## src/sv/mm3_pkg.sv

```systemverilog
// Shared types, constants and helpers for the MurmurHash3 x86_32 stream hash unit.
package mm3_pkg;

  localparam logic [31:0] C1 = 32'hcc9e2d51;
  localparam logic [31:0] C2 = 32'h1b873593;
  localparam logic [31:0] MIX_ADD = 32'he6546b64;
  localparam logic [31:0] F1 = 32'h85ebca6b;
  localparam logic [31:0] F2 = 32'hc2b2ae35;

  localparam int unsigned CFG_AW = 3;
  localparam int unsigned REG_SEL_BIT = 2;
  localparam logic REG_SEED = 1'b0;

  typedef enum logic [2:0] {
    ST_IDLE,
    ST_MUL1,
    ST_MUL2,
    ST_MIX,
    ST_FIN1,
    ST_FIN2,
    ST_OUT
  } state_t;

  typedef enum logic [2:0] {
    MUL_NONE,
    MUL_C1,
    MUL_C2,
    MUL_F1,
    MUL_F2
  } mul_op_t;

  typedef struct packed {
    logic    accept;
    mul_op_t op;
    logic    mix;
    logic    load_out;
  } cmd_t;

  typedef struct packed {
    logic last;
  } stat_t;

  function automatic logic [31:0] rotl15(input logic [31:0] v);
    return {v[16:0], v[31:17]};
  endfunction

  function automatic logic [31:0] rotl13(input logic [31:0] v);
    return {v[18:0], v[31:19]};
  endfunction

endpackage

```

## src/sv/mm3_ctrl.sv

```systemverilog
// Sequencer for the hash unit: steps each word through multiply and mix, and the last word through finalize.
module mm3_ctrl (
  input  logic          clk,
  input  logic          rst_n,
  input  logic          in_tvalid,
  output logic          in_tready,
  output logic          out_tvalid,
  input  logic          out_tready,
  input  mm3_pkg::stat_t stat,
  output mm3_pkg::cmd_t  cmd
);
  import mm3_pkg::*;

  state_t state_r, state_nxt;
  logic   out_valid_r, out_valid_nxt;
  logic   out_free;

  assign out_free = !out_valid_r || out_tready;

  always_comb begin
    state_nxt = state_r;
    case (state_r)
      ST_IDLE: if (in_tvalid) state_nxt = ST_MUL1;
      ST_MUL1: state_nxt = ST_MUL2;
      ST_MUL2: state_nxt = ST_MIX;
      ST_MIX: begin
        if (stat.last) state_nxt = ST_FIN1;
        else if (in_tvalid) state_nxt = ST_MUL1;
        else state_nxt = ST_IDLE;
      end
      ST_FIN1: state_nxt = ST_FIN2;
      ST_FIN2: state_nxt = ST_OUT;
      ST_OUT:  if (out_free) state_nxt = ST_IDLE;
      default: state_nxt = ST_IDLE;
    endcase
  end

  always_comb begin
    in_tready    = 1'b0;
    cmd.accept   = 1'b0;
    cmd.op       = MUL_NONE;
    cmd.mix      = 1'b0;
    cmd.load_out = 1'b0;
    case (state_r)
      ST_IDLE: in_tready = 1'b1;
      ST_MUL1: cmd.op = MUL_C1;
      ST_MUL2: cmd.op = MUL_C2;
      ST_MIX: begin
        cmd.mix   = 1'b1;
        in_tready = !stat.last;
      end
      ST_FIN1: cmd.op = MUL_F1;
      ST_FIN2: cmd.op = MUL_F2;
      ST_OUT:  cmd.load_out = out_free;
      default: in_tready = 1'b0;
    endcase
    cmd.accept = in_tready && in_tvalid;
  end

  always_comb begin
    out_valid_nxt = out_valid_r;
    if (out_tready) out_valid_nxt = 1'b0;
    if (cmd.load_out) out_valid_nxt = 1'b1;
  end

  assign out_tvalid = out_valid_r;

  always_ff @(posedge clk) begin
    if (!rst_n) begin
      state_r     <= ST_IDLE;
      out_valid_r <= 1'b0;
    end else begin
      state_r     <= state_nxt;
      out_valid_r <= out_valid_nxt;
    end
  end

endmodule

```

## src/sv/mm3_dpath.sv

```systemverilog
// Datapath for the hash unit: word capture, shared multiplier, running hash and length.
module mm3_dpath (
  input  logic           clk,
  input  logic           rst_n,
  input  mm3_pkg::cmd_t  cmd,
  output mm3_pkg::stat_t stat,
  input  logic [31:0]    seed,
  input  logic [31:0]    in_word,
  input  logic [2:0]     in_byte_count,
  input  logic           in_last,
  output logic [31:0]    out_hash
);
  import mm3_pkg::*;

  logic [31:0] k_r, k_nxt;
  logic        full_r, full_nxt;
  logic [1:0]  tail_n_r, tail_n_nxt;
  logic        last_r;
  logic [31:0] p_r;
  logic [31:0] h_r, h_nxt;
  logic [31:0] len_r, len_nxt;
  logic        in_msg_r, in_msg_nxt;
  logic [31:0] out_r;
  logic [31:0] mul_a, mul_b, fin_x;
  logic [31:0] prod;

  // Capture: non-last words and counts of four or more are full blocks.
  always_comb begin
    full_nxt   = !in_last || (in_byte_count >= 3'd4);
    tail_n_nxt = in_byte_count[1:0];
    k_nxt      = in_word;
    if (!full_nxt) begin
      case (tail_n_nxt)
        2'd0:    k_nxt = 32'h0;
        2'd1:    k_nxt = {24'h0, in_word[7:0]};
        2'd2:    k_nxt = {16'h0, in_word[15:0]};
        2'd3:    k_nxt = {8'h0, in_word[23:0]};
        default: k_nxt = 32'h0;
      endcase
    end
  end

  // Shared multiplier, one product per cycle, kept modulo 2^32.
  always_comb begin
    fin_x = h_r ^ len_r;
    mul_a = k_r;
    mul_b = C1;
    case (cmd.op)
      MUL_C1: begin mul_a = k_r;                  mul_b = C1; end
      MUL_C2: begin mul_a = rotl15(p_r);          mul_b = C2; end
      MUL_F1: begin mul_a = fin_x ^ (fin_x >> 16); mul_b = F1; end
      MUL_F2: begin mul_a = p_r ^ (p_r >> 13);    mul_b = F2; end
      default: begin mul_a = k_r;                 mul_b = C1; end
    endcase
    prod = mul_a * mul_b;
  end

  always_comb begin
    h_nxt      = h_r;
    len_nxt    = len_r;
    in_msg_nxt = in_msg_r;
    if (cmd.mix) begin
      if (full_r) begin
        h_nxt   = (rotl13(h_r ^ p_r) << 2) + rotl13(h_r ^ p_r) + MIX_ADD;
        len_nxt = len_r + 32'd4;
      end else begin
        h_nxt   = h_r ^ p_r;
        len_nxt = len_r + {30'h0, tail_n_r};
      end
      if (last_r) in_msg_nxt = 1'b0;
    end
    if (cmd.accept) begin
      if (!in_msg_r) begin
        h_nxt   = seed;
        len_nxt = 32'h0;
      end
      in_msg_nxt = 1'b1;
    end
  end

  always_ff @(posedge clk) begin
    if (!rst_n) begin
      h_r      <= 32'h0;
      len_r    <= 32'h0;
      in_msg_r <= 1'b0;
    end else begin
      h_r      <= h_nxt;
      len_r    <= len_nxt;
      in_msg_r <= in_msg_nxt;
    end
  end

  always_ff @(posedge clk) begin
    if (cmd.accept) begin
      k_r      <= k_nxt;
      full_r   <= full_nxt;
      tail_n_r <= tail_n_nxt;
      last_r   <= in_last;
    end
    if (cmd.op != MUL_NONE) p_r <= prod;
    if (cmd.load_out) out_r <= p_r ^ (p_r >> 16);
  end

  assign stat.last = last_r;
  assign out_hash  = out_r;

endmodule

```

## src/sv/murmur3_32_stream_hash_unit.sv

```systemverilog
// Flow: an accepted non-last word is scrambled by two multiplies (MUL1, MUL2), then mixed;
//   the next word is taken in its mix cycle, so a message streams through one shared multiplier,
//   two products per block.
// Last word: the mix is followed by two finalizer multiplies, then the result is loaded
//   and shows on out_tvalid; the next word is taken in IDLE after that, later while a held result stalls.
// Reset: synchronous, active low; clears seed, running hash, length and the FSM.
module murmur3_32_stream_hash_unit (
  input  logic        clk,
  input  logic        rst_n,
  // APB-style configuration port
  input  logic                        cfg_psel,
  input  logic                        cfg_penable,
  input  logic                        cfg_pwrite,
  input  logic [mm3_pkg::CFG_AW-1:0]  cfg_paddr,
  input  logic [31:0]                 cfg_pwdata,
  output logic [31:0]                 cfg_prdata,
  output logic                        cfg_pready,
  // input stream
  input  logic        in_tvalid,
  output logic        in_tready,
  input  logic [39:0] in_tdata,   // [31:0] word, [34:32] byte_count, [39:35] zero
  input  logic        in_tlast,   // last word of the message
  // result stream
  output logic        out_tvalid,
  input  logic        out_tready,
  output logic [31:0] out_tdata   // [31:0] hash
);
  import mm3_pkg::*;

  logic [31:0] seed_r, seed_nxt;
  logic        cfg_wr;
  logic        sel_seed;
  cmd_t        cmd;
  stat_t       stat;

  // Register file: one word-aligned register, the seed. Other addresses drop writes.
  assign cfg_pready = 1'b1;
  assign sel_seed   = (cfg_paddr[REG_SEL_BIT] == REG_SEED);
  assign cfg_wr     = cfg_psel && cfg_penable && cfg_pwrite && cfg_pready;

  always_comb begin
    seed_nxt = seed_r;
    if (cfg_wr && sel_seed) seed_nxt = cfg_pwdata;
  end

  assign cfg_prdata = sel_seed ? seed_r : 32'h0;

  always_ff @(posedge clk) begin
    if (!rst_n) seed_r <= 32'h0;
    else        seed_r <= seed_nxt;
  end

  // Sequencer: owns handshakes and the output valid flag.
  mm3_ctrl u_ctrl (
    .clk        (clk),
    .rst_n      (rst_n),
    .in_tvalid  (in_tvalid),
    .in_tready  (in_tready),
    .out_tvalid (out_tvalid),
    .out_tready (out_tready),
    .stat       (stat),
    .cmd        (cmd)
  );

  // Datapath: seed is sampled when the first word of a message is taken.
  mm3_dpath u_dpath (
    .clk           (clk),
    .rst_n         (rst_n),
    .cmd           (cmd),
    .stat          (stat),
    .seed          (seed_r),
    .in_word       (in_tdata[31:0]),
    .in_byte_count (in_tdata[34:32]),
    .in_last       (in_tlast),
    .out_hash      (out_tdata)
  );

`ifndef SYNTHESIS
  // Every accepted word occupies the multiplier through MUL1 and MUL2, so input is never accepted back to back.
  a_accept_gap: assert property (@(posedge clk) disable iff (!rst_n)
    (in_tvalid && in_tready) |=> !in_tready)
    else $error("input accepted back to back");

  // The output register is only reloaded when free or being drained.
  a_load_free: assert property (@(posedge clk) disable iff (!rst_n)
    cmd.load_out |-> (!out_tvalid || out_tready))
    else $error("result overwritten before transaction");

  a_load_valid: assert property (@(posedge clk) disable iff (!rst_n)
    cmd.load_out |=> out_tvalid)
    else $error("loaded result not presented");

  // Mixing uses the second scramble product from the previous cycle.
  a_mix_order: assert property (@(posedge clk) disable iff (!rst_n)
    cmd.mix |-> $past(cmd.op == MUL_C2))
    else $error("mix without preceding scramble multiply");
`endif

endmodule
```

## config.mk

```make
export PLATFORM = sky130hd
export DESIGN_NAME = murmur3_32_stream_hash_unit
export DESIGN_NICKNAME = d
export VERILOG_FILES = /design/src/sv/mm3_pkg.sv /design/src/sv/mm3_ctrl.sv /design/src/sv/mm3_dpath.sv /design/src/sv/murmur3_32_stream_hash_unit.sv
export SDC_FILE = /design/constraint.sdc
export NUM_CORES = 2
export LEC_CHECK = 0
export ABC_AREA = 1
export BUFFER_PORTS_ARGS = -buffer_cell sky130_fd_sc_hd__buf_2
export CAP_MARGIN = 20
export CORE_ASPECT_RATIO = 0.75
export CORE_UTILIZATION = 25
export DETAILED_ROUTE_END_ITERATION = 12
export MAX_ROUTING_LAYER = met4
export PLACE_DENSITY = 0.44
export SETUP_SLACK_MARGIN = 0.02
export SLEW_MARGIN = 20
export SYNTH_ARGS = -nofsm -noshare
export SYNTH_HDL_FRONTEND = slang
export SYNTH_SLANG_ARGS = --single-unit
export TNS_END_PERCENT = 50
```

## constraint.sdc

```tcl
create_clock -name clk -period 9.5 [get_ports clk]
set_input_delay 1.9 -clock clk [delete_from_list [all_inputs] [get_ports clk]]
set_output_delay 1.9 -clock clk [all_outputs]
set_load 0.1 [all_outputs]
```

==> flow_summary.yaml <==
logic_synthesis:
  async_flop_share: 0
  synth.avg_cell_area_um2: 8.07
  synth_edf_count: 100
  netlist-cell-type-count: 67
  yosys_warnings: 0
  synth_nets: 4072
  netlist_area_um2: 27400
  seq_area_frac_synth: 0.183
  ys.flop_type: "dfxtp_1"
  ys_seq_elements: 201
  synthCells: 3399
die:
  io-pin-count: 150
  row_count: 104
  die_height_um: 289
  chipWidth_um: 384
  start_util: 0.254
  core-area_um2: 108000
  dieArea_um2: 111000
layout:
  layout_commonest_cell: "inv_1"
  antennaDiodeCount: 0
  layout_common_cells: "inv_1, nand2_1, fa_1, nor2_1, ha_1"
  layout.nets: 4269
  final_cells: 5043
  drive_above_1_share: 0.109
  area_growth_pct: 13.9
sta:
  rsz0062_at_grt: "false"
  setup_tns_ns: 0
  timing.slew.headroom: 0.227
  tightest_slew_ns: 1.16
  worst_slack_ns: 0.564
  setup_viol: 0
  hold_violations: 0
  period_share: 0.941
  period_needed_ns: 8.94
  max_freq_mhz: 112
  fin_skew_ns: 0.0252
  final-max-slew-violation-count: 0
setup_path:
  cp.arrival_ns: 9.25
  crit_path_start: "u_ctrl.state_r[1]"
  startpoint_type: "register"
  path_common_cell: "fa_1"
  cp.required_ns: 9.82
  cp_slowest_cell: "fa_1"
  rr_worst_depth: 28
  reg2reg_to: "u_dpath.p_r[28]"
  critPathCapture: "u_dpath.p_r[28]"
  path_class: "register to register"
  rr_startpoint: "u_ctrl.state_r[1]"
  critPathTopFamily: "adder cells"
  rrSetupSlack_ns: 0.56
  slowest_delay_ns: 0.70
  crit_path_end_kind: "register"
  cp_num_buf_inv: 5
  cp_num_cells: 28
  crit_fanout: 18
drt:
  post-route-drc-count: 0
  wirelength_um: 119000
  vias: 23081
  antenna_left: 0
  viasPerCell: 4.58
  initialDrtViolationCount: 2571
  wl_per_cell_um: 23.7
  firstDrtPassIters: 5
run:
  max_cap_violations: 0
global_routing:
  grt_overflow_total: 0
  grtUsageTotal: 0.221
  grt_antenna_before_repair: 9
  grt_pass1_wl_um: 167000
  first_global_vias: 22246
  grt_max_degree: 67
cts:
  cts-root-buf: "clkbuf_16"
  clk_pin_slew_ns: 0.07
  cts_buffer_depth: 3
  insertion_delay_ns: 0.58
  hold_buffers: 0
  cts_buffers: 23
  ctsResizeCount: 0
  cts_setup_buffers: 0
  cts_tree: "yes"
  htree_levels: 1
  numClockSinks: 201
worst_hold_path:
  hold_depth: 2
  holdCritPathClass: "register to register"
placed_design:
  numPortBuffers: 141
  gp_congestion: 0.993
  dp.cells: 5002
  placement.setup.worst_slack_ns: 0.694
  dp_hpwl_um: 104000
run_status:
  status: "finished clean"
[worst min path at each step]
stage / from / endpoint / slack [ns]
after global routing: seed_r[31] / seed_r[31] / 0.49
final: seed_r[27] / seed_r[27] / 0.47
after CTS: u_dpath.in_msg_r / u_dpath.in_msg_r / 0.47
after detailed placement: u_dpath.in_msg_r / u_dpath.in_msg_r / 0.46
after global placement: u_dpath.in_msg_r / u_dpath.in_msg_r / 0.45
after floorplan: u_dpath.p_r[16] / u_dpath.out_hash[16] / 0.42
[worst reg2reg max path: cells and delay by family, from the launching register on]
kind	cells	cell delay, ns
fa+ha+maj	9	4.17
simple gates	8	1.91
buf+inv	5	1.08
compound gates	5	0.92
flops	1	0.46
xor+xnor	1	0.15
[synthesized netlist by cell type, types with 9 or more instances]
master    count  area, µm²
buf_6         9        101
inv_1       880       3300
a31oi_1      23        144
nor3_1       31        155
edfxtp_1    100       3000
nand2_1     549       2060
or2_2        17        106
a21oi_1     132        661
xor2_1       76        666
nor2_2        9       56.3
dfxtp_1     101       2020
nand4_1      38        238
fa_1        401       8030
ha_1        189       2360
o21ai_0     137        686
clkbuf_1     65        244
nor2_1      309       1160
xnor2_1      59        517
o211ai_1     20        150
o21ai_1       9       45.0
nand3_2      23        230
nand3_1      88        440
[state kept, by name, summed over array words and instances (netlist names)]
signal and count:
seed_r 32, u_ctrl.out_tvalid 1, u_ctrl.state_r 3, u_dpath.full_r 1
u_dpath.h_r 32, u_dpath.in_msg_r 1, u_dpath.k_r 32, u_dpath.len_r 32
u_dpath.out_hash 32, u_dpath.p_r 32, u_dpath.stat 1, u_dpath.tail_n_r 2
[cells by family (layout without fill, tap and decap cells)]
kind of cell	count (synthesis)	in the layout	synth area share
AND/OR/NAND/NOR	1109	1109	0.176
other	1	1	0.000137
flip-flops	201	201	0.183
AO/OA/AOI/OAI	385	385	0.0812
XOR/XNOR	135	135	0.0431
adder cells (fa/ha/maj)	590	590	0.379
buffers and inverters	978	1191	0.138
[cell type report]
cell class              count  area (µm²)
flip-flops and latches    201        5020
fillers                 11870       76800
inverters                 889        3350
clock inverters            16         201
repair buffers            261        1630
well taps                1431        1790
multi-input cells        2220       18600
clock buffers              25         604
[metal layers]
layer	GRT usage	vias to the layer above	wire length (µm)
met1	0.348	11350	61000
met2	0.264	941	42100
met3	0.0787	68	14800
li1	-	10722	-
met5	-	-	0
met4	0.0256	0	1430
[per-stage QoR]
| stage | hold WS, ns | util | cell area [µm²] |
|---|---|---|---|
| floorplan | 0.424 | - | 27400 |
| global placement | 0.449 | 0.282 | 30400 |
| detailed placement | 0.459 | 0.282 | 30400 |
| CTS | 0.471 | 0.289 | 31200 |
| global route | 0.492 | 0.289 | 31200 |
| finish | 0.470 | 0.289 | 31200 |
Power is not shown: default switching activity piles up to over one toggle a cycle in this logic, so the estimate is an artifact.
